--- config.mk ---
export PLATFORM = sky130hd
export DESIGN_NAME = three_plane_psnr_meter_unit
export DESIGN_NICKNAME = d
export VERILOG_FILES = /design/src/design/tpm_pkg.sv /design/src/design/three_plane_psnr_meter_unit.sv /design/src/design/tpm_front.sv /design/src/design/tpm_queue.sv /design/src/design/tpm_back.sv
export SDC_FILE = /design/constraint.sdc
export NUM_CORES = 2
export LEC_CHECK = 0
export CORE_ASPECT_RATIO = 0.5
export CORE_MARGIN = 2
export CORE_UTILIZATION = 40
export DETAILED_ROUTE_END_ITERATION = 10
export DONT_BUFFER_PORTS = 1
export MAX_ROUTING_LAYER = met4
export PLACE_DENSITY = 0.53
export SLEW_MARGIN = 10
export SYNTH_ARGS = -nofsm -noshare
export SYNTH_HDL_FRONTEND = slang
export SYNTH_SLANG_ARGS = --single-unit
export TNS_END_PERCENT = 20
--- constraint.sdc ---
create_clock -name clk -period 10.4 [get_ports clk]
set_input_delay 1.56 -clock clk [delete_from_list [all_inputs] [get_ports clk]]
set_output_delay 1.56 -clock clk [all_outputs]
set_load 0.05 [all_outputs]
--- src/design/tpm_pkg.sv ---
`timescale 1ns / 1ps
`default_nettype none
package tpm_pkg;

	localparam int MaxPlanePixels = 4194304;
	localparam int PlaneCount = 3;
	localparam int CountW = 23;
	localparam int SqSumW = 38;
	localparam int MseW = 18;
	localparam int DbW = 15;
	localparam int LogFracBits = 26;
	localparam int LogW = 31;
	localparam logic [SqSumW-1:0] SqSumMax = {SqSumW{1'b1}};
	localparam logic [MseW-1:0] MseMax = {MseW{1'b1}};
	localparam logic [29:0] DbScaleQ20 = 30'd808071242;
	localparam logic [DbW-1:0] DbMax = 15'sd16383;
	localparam logic [17:0] PeakSq = 18'd65025;
	localparam int QueueDepth = 2;

	localparam logic [1:0] RegLuma = 2'd0;
	localparam logic [1:0] RegChromaB = 2'd1;
	localparam logic [1:0] RegChromaR = 2'd2;

	typedef struct packed {
		logic [7:0] decoded_pixel;
		logic [7:0] reference_pixel;
	} pix_in_t;

	typedef struct packed {
		logic signed [DbW-1:0] psnr_db_q8;
		logic perfect_match;
		logic [MseW-1:0] mse_total;
	} psnr_out_t;

	// One finished plane, handed from the accumulator to the back end.
	typedef struct packed {
		logic [SqSumW-1:0] sq_sum;
		logic [CountW-1:0] size;
		logic last_plane;
	} plane_job_t;

	typedef enum logic [2:0] {
		BK_IDLE,
		BK_DIV,
		BK_ADD,
		BK_LOG,
		BK_MUL,
		BK_OUT
	} bk_state_t;

	function automatic logic [CountW-1:0] clamp_size(input logic [CountW-1:0] s);
		logic [CountW-1:0] r;
		r = s;
		if (s == '0) begin
			r = CountW'(1);
		end else if ({1'b0, s} > (CountW+1)'(MaxPlanePixels)) begin
			r = CountW'(MaxPlanePixels);
		end
		return r;
	endfunction

	// log2 of a nonzero value in Q.26, built the same way as the iterative
	// log unit: leading one position, then one fraction bit per squaring.
	function automatic logic [LogW-1:0] log2_fixed(input logic [MseW-1:0] x);
		logic [63:0] m;
		logic [4:0] n;
		logic [LogFracBits-1:0] frac;
		n = '0;
		frac = '0;
		for (int i = 0; i < MseW; i++) begin
			if (x[i]) n = 5'(i);
		end
		m = 64'(x) << (31 - n);
		for (int i = 0; i < LogFracBits; i++) begin
			m = (m * m) >> 31;
			frac = {frac[LogFracBits-2:0], m[32]};
			if (m[32]) m = m >> 1;
		end
		return {n, frac};
	endfunction

endpackage
`default_nettype wire

--- src/design/three_plane_psnr_meter_unit.sv ---
`timescale 1ns / 1ps
`default_nettype none
// Sequence: each plane's queued job is divided and added to give its MSE; after the third plane
// the back end also runs log and multiply before output, and a zero total goes straight to output.
// Throughput: one pixel transaction per cycle; the back end is busy with each plane end, so
// shorter planes stall the input via the two-entry job queue.
// Reset: arst_n clears all counters and sums and sets each plane size register to 1.
module three_plane_psnr_meter_unit (
	input wire logic clk,
	input wire logic arst_n,
	input wire tpm_pkg::pix_in_t in_data,
	input wire logic in_valid,
	output logic in_ready,
	output tpm_pkg::psnr_out_t out_data,
	output logic out_valid,
	input wire logic out_ready,
	input wire logic psel,
	input wire logic penable,
	input wire logic pwrite,
	input wire logic [3:0] paddr,
	input wire logic [31:0] pwdata,
	output logic [31:0] prdata,
	output logic pready
);
	import tpm_pkg::*;

	logic [CountW-1:0] luma_q, cb_q, cr_q;
	plane_job_t fr_job, q_job;
	logic fr_push, q_full, q_nonempty, q_pop;
	logic in_fire;
	logic wr_en;

	// The front accepts a pixel transaction whenever a plane end could still be queued.
	assign in_ready = !q_full;
	assign in_fire = in_valid && in_ready;
	assign pready = 1'b1;
	assign wr_en = psel && penable && pwrite;

	always_ff @(posedge clk or negedge arst_n) begin
		if (!arst_n) begin
			luma_q <= CountW'(1);
			cb_q <= CountW'(1);
			cr_q <= CountW'(1);
		end else if (wr_en) begin
			case (paddr[3:2])
				RegLuma: luma_q <= pwdata[CountW-1:0];
				RegChromaB: cb_q <= pwdata[CountW-1:0];
				RegChromaR: cr_q <= pwdata[CountW-1:0];
				default: ;
			endcase
		end
	end

	always_comb begin
		case (paddr[3:2])
			RegLuma: prdata = {9'd0, luma_q};
			RegChromaB: prdata = {9'd0, cb_q};
			RegChromaR: prdata = {9'd0, cr_q};
			default: prdata = '0;
		endcase
	end

	tpm_front u_front (
		.clk(clk), .arst_n(arst_n), .in_data(in_data), .in_fire(in_fire),
		.size_luma(luma_q), .size_cb(cb_q), .size_cr(cr_q),
		.job(fr_job), .job_push(fr_push)
	);

	tpm_queue u_queue (
		.clk(clk), .arst_n(arst_n), .push_data(fr_job), .push(fr_push),
		.full(q_full), .pop_data(q_job), .nonempty(q_nonempty), .pop(q_pop)
	);

	tpm_back u_back (
		.clk(clk), .arst_n(arst_n), .job(q_job), .job_valid(q_nonempty),
		.job_pop(q_pop), .res(out_data), .res_valid(out_valid), .res_ready(out_ready)
	);

`ifndef ASSERT_OFF
	assert property (@(posedge clk) disable iff (!arst_n) pready)
	else $error("pready low");
	assert property (@(posedge clk) disable iff (!arst_n)
		in_valid && !in_ready |=> in_valid)
	else $error("input valid dropped");
	assert property (@(posedge clk) disable iff (!arst_n)
		out_valid && !out_ready |=> out_valid)
	else $error("output valid dropped");
`endif
endmodule
`default_nettype wire

--- src/design/tpm_front.sv ---
`timescale 1ns / 1ps
`default_nettype none
module tpm_front (
	input wire logic clk,
	input wire logic arst_n,
	input wire tpm_pkg::pix_in_t in_data,
	input wire logic in_fire,
	input wire logic [tpm_pkg::CountW-1:0] size_luma,
	input wire logic [tpm_pkg::CountW-1:0] size_cb,
	input wire logic [tpm_pkg::CountW-1:0] size_cr,
	output tpm_pkg::plane_job_t job,
	output logic job_push
);
	import tpm_pkg::*;

	logic [1:0] plane_q;
	logic [CountW-1:0] count_q;
	logic [SqSumW-1:0] sum_q;
	logic [7:0] diff;
	logic [15:0] sq;
	logic [SqSumW:0] sum_next;
	logic [SqSumW-1:0] sum_sat;
	logic [CountW-1:0] size;
	logic [CountW:0] count_next;
	logic plane_end;

	always_comb begin
		diff = (in_data.decoded_pixel > in_data.reference_pixel) ?
			in_data.decoded_pixel - in_data.reference_pixel :
			in_data.reference_pixel - in_data.decoded_pixel;
		sq = diff * diff;
		sum_next = {1'b0, sum_q} + (SqSumW+1)'(sq);
		sum_sat = sum_next[SqSumW] ? SqSumMax : sum_next[SqSumW-1:0];
		case (plane_q)
			2'd0: size = clamp_size(size_luma);
			2'd1: size = clamp_size(size_cb);
			default: size = clamp_size(size_cr);
		endcase
		count_next = {1'b0, count_q} + (CountW+1)'(1);
		plane_end = count_next >= {1'b0, size};
		job.sq_sum = sum_sat;
		job.size = size;
		job.last_plane = ({30'd0, plane_q} == 32'(PlaneCount - 1));
		job_push = in_fire && plane_end;
	end

	always_ff @(posedge clk or negedge arst_n) begin
		if (!arst_n) begin
			plane_q <= '0;
			count_q <= '0;
			sum_q <= '0;
		end else if (in_fire) begin
			if (plane_end) begin
				count_q <= '0;
				sum_q <= '0;
				plane_q <= job.last_plane ? 2'd0 : plane_q + 2'd1;
			end else begin
				count_q <= count_next[CountW-1:0];
				sum_q <= sum_sat;
			end
		end
	end

`ifndef ASSERT_OFF
	assert property (@(posedge clk) disable iff (!arst_n)
		{30'd0, plane_q} < 32'(PlaneCount))
	else $error("plane index out of range");
	assert property (@(posedge clk) disable iff (!arst_n)
		job_push |=> count_q == '0 && sum_q == '0)
	else $error("plane accumulator not cleared");
	assert property (@(posedge clk) disable iff (!arst_n)
		!in_fire |=> $stable(count_q) && $stable(plane_q))
	else $error("front state moved without input");
`endif
endmodule
`default_nettype wire

--- src/design/tpm_queue.sv ---
`timescale 1ns / 1ps
`default_nettype none
module tpm_queue (
	input wire logic clk,
	input wire logic arst_n,
	input wire tpm_pkg::plane_job_t push_data,
	input wire logic push,
	output logic full,
	output tpm_pkg::plane_job_t pop_data,
	output logic nonempty,
	input wire logic pop
);
	import tpm_pkg::*;

	plane_job_t slot_q [QueueDepth];
	logic wr_q;
	logic rd_q;
	logic [1:0] cnt_q;

	assign full = (cnt_q == 2'(QueueDepth));
	assign nonempty = (cnt_q != '0);
	assign pop_data = slot_q[rd_q];

	always_ff @(posedge clk) begin
		if (push) begin
			slot_q[wr_q] <= push_data;
		end
	end

	always_ff @(posedge clk or negedge arst_n) begin
		if (!arst_n) begin
			wr_q <= 1'b0;
			rd_q <= 1'b0;
			cnt_q <= '0;
		end else begin
			if (push) wr_q <= ~wr_q;
			if (pop) rd_q <= ~rd_q;
			cnt_q <= cnt_q + 2'(push) - 2'(pop);
		end
	end

`ifndef ASSERT_OFF
	assert property (@(posedge clk) disable iff (!arst_n) !(push && full && !pop))
	else $error("queue overflow");
	assert property (@(posedge clk) disable iff (!arst_n) !(pop && !nonempty))
	else $error("queue underflow");
	assert property (@(posedge clk) disable iff (!arst_n) cnt_q <= 2'(QueueDepth))
	else $error("queue count out of range");
`endif
endmodule
`default_nettype wire

--- src/design/tpm_back.sv ---
`timescale 1ns / 1ps
`default_nettype none
module tpm_back (
	input wire logic clk,
	input wire logic arst_n,
	input wire tpm_pkg::plane_job_t job,
	input wire logic job_valid,
	output logic job_pop,
	output tpm_pkg::psnr_out_t res,
	output logic res_valid,
	input wire logic res_ready
);
	import tpm_pkg::*;

	bk_state_t state_q, state_d;
	// Restoring divider: remainder and quotient share one register pair.
	logic [SqSumW-1:0] quo_q;
	logic [CountW:0] rem_q;
	logic [CountW-1:0] dvs_q;
	logic [5:0] step_q;
	logic last_q;
	logic [MseW-1:0] mse_q;
	logic [MseW-1:0] total_q;
	// Log unit: mantissa squared one fraction bit per cycle.
	logic [32:0] man_q;
	logic [LogFracBits-1:0] frac_q;
	logic [4:0] int_q;
	logic [30:0] mag_q;
	logic neg_q;
	logic [61:0] prod_q;
	logic [1:0] mul_q;
	psnr_out_t res_q;
	logic res_valid_q;

	logic [CountW:0] rem_sh;
	logic [CountW:0] rem_sub;
	logic [MseW:0] mse_add;
	logic [65:0] msq;
	logic [32:0] msq_sh;
	logic [4:0] lead;
	logic [LogW-1:0] logx;
	logic [LogW-1:0] logpeak;
	logic [46:0] rnd;
	logic [14:0] rmag;

	// log2(65025) in Q.26, matches the iterative unit bit for bit.
	localparam logic [LogW-1:0] LogPeakQ26 = log2_fixed(PeakSq);

	always_comb begin
		rem_sh = {rem_q[CountW-1:0], quo_q[SqSumW-1]};
		rem_sub = rem_sh - {1'b0, dvs_q};
		mse_add = {1'b0, mse_q} + {1'b0, quo_q[MseW-1:0]};
		msq = man_q[31:0] * man_q[31:0];
		msq_sh = msq[63:31];
		lead = '0;
		for (int i = 0; i < MseW; i++) begin
			if (total_q[i]) lead = 5'(i);
		end
		logx = {int_q, frac_q};
		logpeak = LogPeakQ26;
		rnd = 47'((prod_q + (62'd1 << 45)) >> 46);
		rmag = (rnd > 47'd16384) ? 15'd16384 : rnd[14:0];
	end

	always_comb begin
		state_d = state_q;
		case (state_q)
			BK_IDLE: if (job_valid) state_d = BK_DIV;
			BK_DIV: if (step_q == 6'(SqSumW - 1)) state_d = BK_ADD;
			BK_ADD: begin
				if (!last_q) state_d = BK_IDLE;
				else if (mse_add[MseW] || mse_add[MseW-1:0] != '0) state_d = BK_LOG;
				else state_d = BK_OUT;
			end
			BK_LOG: if (step_q == 6'(LogFracBits)) state_d = BK_MUL;
			BK_MUL: if (mul_q == 2'd1) state_d = BK_OUT;
			BK_OUT: if (!res_valid_q || res_ready) state_d = BK_IDLE;
			default: state_d = BK_IDLE;
		endcase
	end

	always_comb begin
		job_pop = (state_q == BK_IDLE) && job_valid;
	end

	always_ff @(posedge clk or negedge arst_n) begin
		if (!arst_n) begin
			state_q <= BK_IDLE;
			mse_q <= '0;
			res_valid_q <= 1'b0;
			step_q <= '0;
			mul_q <= '0;
		end else begin
			state_q <= state_d;
			if (res_valid_q && res_ready && state_q != BK_OUT) res_valid_q <= 1'b0;
			case (state_q)
				BK_IDLE: begin
					step_q <= '0;
					if (job_valid) begin
						quo_q <= job.sq_sum;
						rem_q <= '0;
						dvs_q <= job.size;
						last_q <= job.last_plane;
					end
				end
				BK_DIV: begin
					step_q <= step_q + 6'd1;
					if (!rem_sub[CountW]) begin
						rem_q <= rem_sub;
						quo_q <= {quo_q[SqSumW-2:0], 1'b1};
					end else begin
						rem_q <= rem_sh;
						quo_q <= {quo_q[SqSumW-2:0], 1'b0};
					end
				end
				BK_ADD: begin
					// Quotient above the MSE range saturates the sum.
					if (mse_add[MseW] || quo_q[SqSumW-1:MseW] != '0) begin
						total_q <= MseMax;
					end else begin
						total_q <= mse_add[MseW-1:0];
					end
					if (last_q) mse_q <= '0;
					else mse_q <= (mse_add[MseW] || quo_q[SqSumW-1:MseW] != '0) ?
						MseMax : mse_add[MseW-1:0];
					step_q <= '0;
				end
				BK_LOG: begin
					step_q <= step_q + 6'd1;
					if (step_q == '0) begin
						int_q <= lead;
						man_q <= 33'({14'd0, total_q} << (5'd31 - lead));
						frac_q <= '0;
					end else if (msq_sh[32]) begin
						man_q <= {1'b0, msq_sh[32:1]};
						frac_q <= {frac_q[LogFracBits-2:0], 1'b1};
					end else begin
						man_q <= msq_sh;
						frac_q <= {frac_q[LogFracBits-2:0], 1'b0};
					end
					mul_q <= '0;
				end
				BK_MUL: begin
					mul_q <= mul_q + 2'd1;
					if (mul_q == 2'd0) begin
						neg_q <= logx > logpeak;
						mag_q <= (logx > logpeak) ? logx - logpeak : logpeak - logx;
					end else begin
						prod_q <= mag_q * DbScaleQ20;
					end
				end
				BK_OUT: begin
					if (!res_valid_q || res_ready) begin
						res_valid_q <= 1'b1;
						res_q.mse_total <= total_q;
						res_q.perfect_match <= (total_q == '0);
						if (total_q == '0) res_q.psnr_db_q8 <= DbMax;
						else if (neg_q) res_q.psnr_db_q8 <= -$signed({1'b0, rmag[13:0]})
							- ((rmag[14]) ? 15'sd16384 : 15'sd0);
						else res_q.psnr_db_q8 <= (rmag > 15'd16383) ? DbMax : rmag;
					end
				end
				default: ;
			endcase
		end
	end

	assign res = res_q;
	assign res_valid = res_valid_q;

`ifndef ASSERT_OFF
	assert property (@(posedge clk) disable iff (!arst_n)
		job_pop |=> state_q == BK_DIV)
	else $error("job popped without divide");
	assert property (@(posedge clk) disable iff (!arst_n)
		res_valid && !res_ready |=> res_valid && $stable(res))
	else $error("result dropped while stalled");
	assert property (@(posedge clk) disable iff (!arst_n)
		$rose(res_valid) |-> $past(state_q) == BK_OUT)
	else $error("result raised outside output step");
`endif
endmodule
`default_nettype wire

# --- Yosys cells after proc, flatten, opt, wreduce, memory -nomap -nowiden ---
# Memories as Yosys holds them, arrays and structs flattened.
# Index checks and enable logic that the tools add are counted.
word_totals:
  reg_bits: 458
  latch_bits: 0
  ram_bits: 124
  romBits: 0
  input_bits: 59
  output_inout_bits: 69
  word_cells: 183
  n_memories: 1
classes:
  add_sub_neg: 17
  n_mul: 3
  n_div: 0
  n_lt_le_gt_ge: 8
  eq_ne: 19
  n_shift: 1
  muxes: 61
  bitwise_logic: 3
  reduce_logical: 42
memory_table:
  columns: ["memory", "depth", "word_bits", "read_ports", "rd_ports_with_merged_regs", "wr", "line", "text"]
  rows:
  - ["u_queue.slot_q", 2, 62, 1, 0, 1, "tpm_queue.sv:15", "plane_job_t slot_q [QueueDepth];"]
ops:
  columns: ["op", "n"]
  rows:
  - ["$mux 23", 9]
  - ["$mux 38", 3]
  - ["$pmux 23 s2", 2]
  - ["$mux 5", 16]
  - ["$pmux 38 s2", 1]
  - ["$gt 23x23->1 const B", 3]
  - ["$logic_not 23->1", 3]
  - ["$pmux 23 s3", 1]
  - ["$mul 32x32->64", 1]
  - ["$mux 32", 2]
  - ["$add 61x46->62 const B", 1]
  - ["$mul 31x29->60 const B", 1]
  - ["$mux 15", 4]
  - ["$add 38x16->39", 1]
  - ["$mux 18", 2]
  - ["$shl 18x5->32", 1]
  - ["$gt 31x30->1 const B", 1]
  - ["$mux 31", 1]
  - ["$sub 30x31->31 const A", 1]
  - ["$sub 31x30->31 const B", 1]
  - ["$add 23x1->24 const B", 1]
  - ["$ge 24x23->1", 1]
  - ["$sub 24x23->24", 1]
  - ["$mux 3", 7]
  - ["43 further kinds", 89]

# --- Depth between registers and ports, before layout ---
logic_depth:
  ltp_word: 20
  ltp_mapped: 37
  ltp_nobuf: 34

# --- Modules after synthesis ---
# From an unflattened synthesis, not the netlist that was laid out.
unflattened:
  hier_cells: 7079
  area_unflattened_um2: 71061.9
by_module_without_submodules:
  columns: ["module", "instances", "cells_per_inst", "area_each_um2"]
  rows:
  - ["tpm_back", 1, 5687, 55014.0]
  - ["tpm_front", 1, 944, 7845.0]
  - ["tpm_queue", 1, 208, 4973.5]
  - ["three_plane_psnr_meter_unit", 1, 240, 3229.3]

# --- Worst setup path after synthesis ---
# Ideal clock, no wire load.
synth_path:
  kind: "input-to-reg"
  from: "in in_data[8] (netlist name)"
  to: "mem u_queue.slot_q[0][40] (netlist name), data pin"
  setup_ns: 0.274
  arrival_ns: 8.814
  path_slack_ns: 1.312
  stages: 35
  path_buffers: 3
  path_cell_list: "inv_1 > ha_1 > inv_1 > fa_1 > a21o_1 > a21o_1 > a21o_1 > a21oi_1 > o21ai_1 > mux2i_1 > a221o_1 > a221oi_1 > xnor2_1 > nand2_1 > fa_1 > inv_1 > fa_1 > inv_1 > fa_1 > fa_1 > inv_1 > ha_1 > nor2_1 > nor2_1 > o21a_1 > o21ai_0 > nand2b_1 > a31o_2 > a31oi_1 > clkbuf_1 > nor3_1 > nand2_1 > buf_2 > buf_1 > nand2_1"
synth_rtl:
  columns: ["item", "line", "text"]
  rows:
  - ["start, declared", "three_plane_psnr_meter_unit.sv:11", "input wire tpm_pkg::pix_in_t in_data,"]
  - ["end, declared", "tpm_queue.sv:15", null]

# --- Worst setup path after layout ---
layout_path:
  from: "reg u_back.man_q[24]"
  to: "reg u_back.man_q[15], data pin"
layout_between:
  elab_chain_len: 3
layout_rtl:
  columns: ["item", "line", "text"]
  rows:
  - ["start, declared", "tpm_back.sv:25", "logic [32:0] man_q;"]
  - ["start signal, assigned", "tpm_back.sv:132", "man_q <= 33'({14'd0, total_q} << (5'd31 - lead));"]
  - ["start signal, assigned", "tpm_back.sv:135", "man_q <= {1'b0, msq_sh[32:1]};"]
  - ["start signal, assigned", "tpm_back.sv:138", "man_q <= msq_sh;"]
  - ["$mul 32x32->64", "tpm_back.sv:53", "msq = man_q[31:0] * man_q[31:0];"]
  - ["$mux 32", "tpm_back.sv:134", "end else if (msq_sh[32]) begin"]
  - ["$mux 32", "tpm_back.sv:130", "if (step_q == '0) begin"]
# Every way passes these cells.
# A chain may end at the register's enable or synchronous reset.

==> results.sh <==
export IMPL_nNetsFinal=8802
export IMPL_hold_viol=0
export IMPL_rrSetupSlack_ns=0.96
export IMPL_synth_distinct_cells=88
export IMPL_synth_edf_count=372
export IMPL_synth_ff_type="edfxtp_1"
export IMPL_rows=108
export IMPL_avgSynthCellArea_um2=10.0
export IMPL_rsz0062_at_grt="false"
export IMPL_skew_ns=0.0541
export IMPL_post_drt_wl_per_cell_um=18.6
export IMPL_htreeDepth=2
export IMPL_cts_buffer_depth=3
export IMPL_cts_resized=0
export IMPL_crit_top_cell="fa_1"
export IMPL_area_growth_pct=6.86
export IMPL_max_stage_delay_ns=0.98
export IMPL_path_max_fanout=31
export IMPL_routed_via_count=46717
export IMPL_period_minus_slack_ns=9.44
export IMPL_fillers=16906
export IMPL_maxCapViolations=0
export IMPL_clock_latency_ns=0.66
export IMPL_crit_type="flop to flop"
export IMPL_viasPerCell=5.03
export IMPL_cts_hold_buffers_added=0
export IMPL_relSlewSlack_pct=23.5
export IMPL_gp_congestion=0.878
export IMPL_ys_async_sr_fraction_pct=30.9
export IMPL_cts_tree="built"
export IMPL_ys_seq_elements=538
export IMPL_m1WireLength_mm=82.1
export IMPL_fin_cells=9285
export IMPL_placed_cells=9177
export IMPL_fmax_ghz=0.106
export IMPL_die_w_um=596
export IMPL_finalMaxSlewViolations=0
export IMPL_root_buffer="clkbuf_16"
export IMPL_cp_required_ns=10.76
export IMPL_cts_sinks=538
export IMPL_grt_max_degree=173
export IMPL_outcome="completed"
export IMPL_route_met2_wl_mm=81.3
export IMPL_tightest_slew_ns=1.14
export IMPL_startpoint_type="flop"
export IMPL_design_core_area_mm2=0.174
export IMPL_drc=0
export IMPL_grt_pass1_vias=49044
export IMPL_grtUsageTotal_pct=20.4
export IMPL_cp_arrival_ns=9.80
export IMPL_top_layer_used="met4"
export IMPL_synth_area_mm2=0.0701
export IMPL_grt_pass1_wl_mm=278
export IMPL_die_h_um=300
export IMPL_cts_setup_buffers=0
export IMPL_grt_remaining_overflow=0
export IMPL_worst_path_buf_inv=6
export IMPL_worst_path_max_delay_cell="edfxtp_1"
export IMPL_die_area_mm2=0.179
export IMPL_drive_above_1_share_pct=5.54
export IMPL_clk_pin_slew_ns=0.07
export IMPL_fin_crit_sh_pct=90.8
export IMPL_start_util_pct=40.3
export IMPL_ant_nets=0
export IMPL_finalSetupTns_ns=0
export IMPL_drt_iter0_markers=2719
export IMPL_numCtsBuffers=56
export IMPL_drt_first_pass_iters=6
export IMPL_yosysSeqAreaShare_pct=21.9
export IMPL_dr_wl_met3_mm=6.80
export IMPL_endpoint_kind="flop"
export IMPL_ios=128
export IMPL_portBuffers=0
export IMPL_final_setup_viol_count=0
export IMPL_place_hpwl_mm=140
export IMPL_antenna_found_initial=4
export IMPL_routed_wl_mm=173
export IMPL_seq_area_mm2=0.0153
export IMPL_crit_family="adder cells"
export IMPL_multiInputGateArea_mm2=0.0481
export IMPL_hold_class="flop to flop"
export IMPL_yosys_warnings=0
export IMPL_synth_cells=6993
[per-layer routing]
layer	track usage [%]	vias to the layer above
li1	-	22446
met1	28.2	23418
met2	32.9	703
met3	2.36	150
met4	2.99	0
met5	-	-
[kinds of logic (layout without fill, tap and decap cells)]
kind of cell | after synthesis | in the layout | synth area share (%)
buffers and inverters | 1778 | 1750 | 9.64
multiplexers | 214 | 214 | 3.24
flip-flops | 538 | 538 | 21.9
other | 2 | 12 | 0.0107
adder cells (fa/ha/maj) | 1820 | 1820 | 43.4
AO/OA/AOI/OAI | 930 | 930 | 8.66
AND/OR/NAND/NOR | 1466 | 1466 | 10.1
XOR/XNOR | 245 | 245 | 3.09
[per-stage QoR]
stage          setup WS (ns)  instance area, µm²  hold WS, ns  util, %
2_1_floorplan           1.31               70100        0.455        -
3_3_place_gp           0.803               73000        0.489     42.0
3_5_place_dp           0.792               73000        0.483     42.0
4_1_cts                0.989               74900        0.497     43.1
5_1_grt                0.591               74900        0.523     43.1
6_report               0.961               74900        0.491     43.1
[Yosys cell counts, types with 56 or more instances]
| library cell | n | share of area (%) |
|---|---|---|
| mux2_2 | 102 | 1.6 |
| mux2i_1 | 112 | 1.6 |
| and2_1 | 260 | 2.3 |
| nor2_1 | 233 | 1.2 |
| o21ai_0 | 251 | 1.8 |
| a21o_1 | 90 | 0.96 |
| dfrtp_1 | 163 | 5.8 |
| xnor2_1 | 144 | 1.8 |
| nand3_1 | 87 | 0.62 |
| inv_1 | 1530 | 8.2 |
| nor3_1 | 56 | 0.40 |
| nand2_1 | 577 | 3.1 |
| edfxtp_1 | 372 | 16 |
| a21oi_1 | 210 | 1.5 |
| fa_1 | 1022 | 29 |
| xor2_1 | 100 | 1.2 |
| clkbuf_1 | 205 | 1.1 |
| ha_1 | 796 | 14 |
[worst min-delay path: cells and delay by family, from the launching register on]
kind             cells  cell delay [ns]
AO/OA/AOI/OAI        1             0.05
flip-flops           1             0.35
AND/OR/NAND/NOR      1             0.05
[worst paths after layout]
kind	startpoint	to	cells past startpoint
min	u_front.sum_q[17]	u_front.sum_q[17]	2
min in group asynchronous	arst_n	cb_q[8]	0
max	u_back.man_q[24]	u_back.man_q[15]	26
min reg2reg	u_front.sum_q[17]	u_front.sum_q[17]	2
max in group asynchronous	arst_n	u_back.mse_q[17]	0
max reg2reg	u_back.man_q[24]	u_back.man_q[15]	26
[area by class of cell]
class / count / share of cell area, %
Sequential cell: 538 / 20.5
Inverter: 1535 / 7.69
Tap cell: 2310 / 3.86
Timing Repair Buffer: 109 / 1.14
Clock inverter: 36 / 0.580
Antenna cell: 2 / 0.00668
Clock buffer: 70 / 2.00
Multi-Input combinational cell: 4685 / 64.2
[registers in the layout, summed over array words and instances, names as in the netlist, 2 cells and up]
| signal | count |
|---|---|
| cb_q | 23 |
| cr_q | 23 |
| luma_q | 23 |
| u_back.dvs_q | 23 |
| u_back.frac_q | 26 |
| u_back.int_q | 5 |
| u_back.mag_q | 31 |
| u_back.man_q | 32 |
| u_back.mse_q | 18 |
| u_back.mul_q | 2 |
| u_back.prod_q | 16 |
| u_back.quo_q | 38 |
| u_back.rem_q | 23 |
| u_back.res | 34 |
| u_back.state_q | 3 |
| u_back.step_q | 6 |
| u_back.total_q | 18 |
| u_front.count_q | 23 |
| u_front.plane_q | 2 |
| u_front.sum_q | 38 |
| u_queue.cnt_q | 2 |
| u_queue.slot_q | 124 |
[cells in the final DEF, fill, tap and decap left out, types with 23 or more instances in the layout]
cell	netlist	routed
nor2b_1	36	36
a21oi_1	210	210
o21a_1	25	25
edfxtp_1	372	372
a31o_2	27	27
nand2b_1	23	23
a22o_1	43	43
o211ai_1	30	30
or2_2	23	23
nor4_1	40	40
o21ai_0	251	227
xor2_1	100	100
and3_1	29	27
clkbuf_16	0	57
fa_1	1022	1022
and2_1	260	260
nand3_1	87	86
buf_4	14	106
a211oi_1	31	31
o21bai_1	27	27
nand4_1	44	44
nor2_1	233	228
ha_1	796	796
mux2_2	102	102
a21o_1	90	90
a31oi_1	29	29
xnor2_1	144	144
inv_1	1530	1530
mux2i_1	112	112
dfrtp_1	163	162
nand2_1	577	576
nor3_1	56	52
o21ai_1	4	27
Power is not shown: default switching activity piles up to over one toggle a cycle in this logic, so the estimate is an artifact.
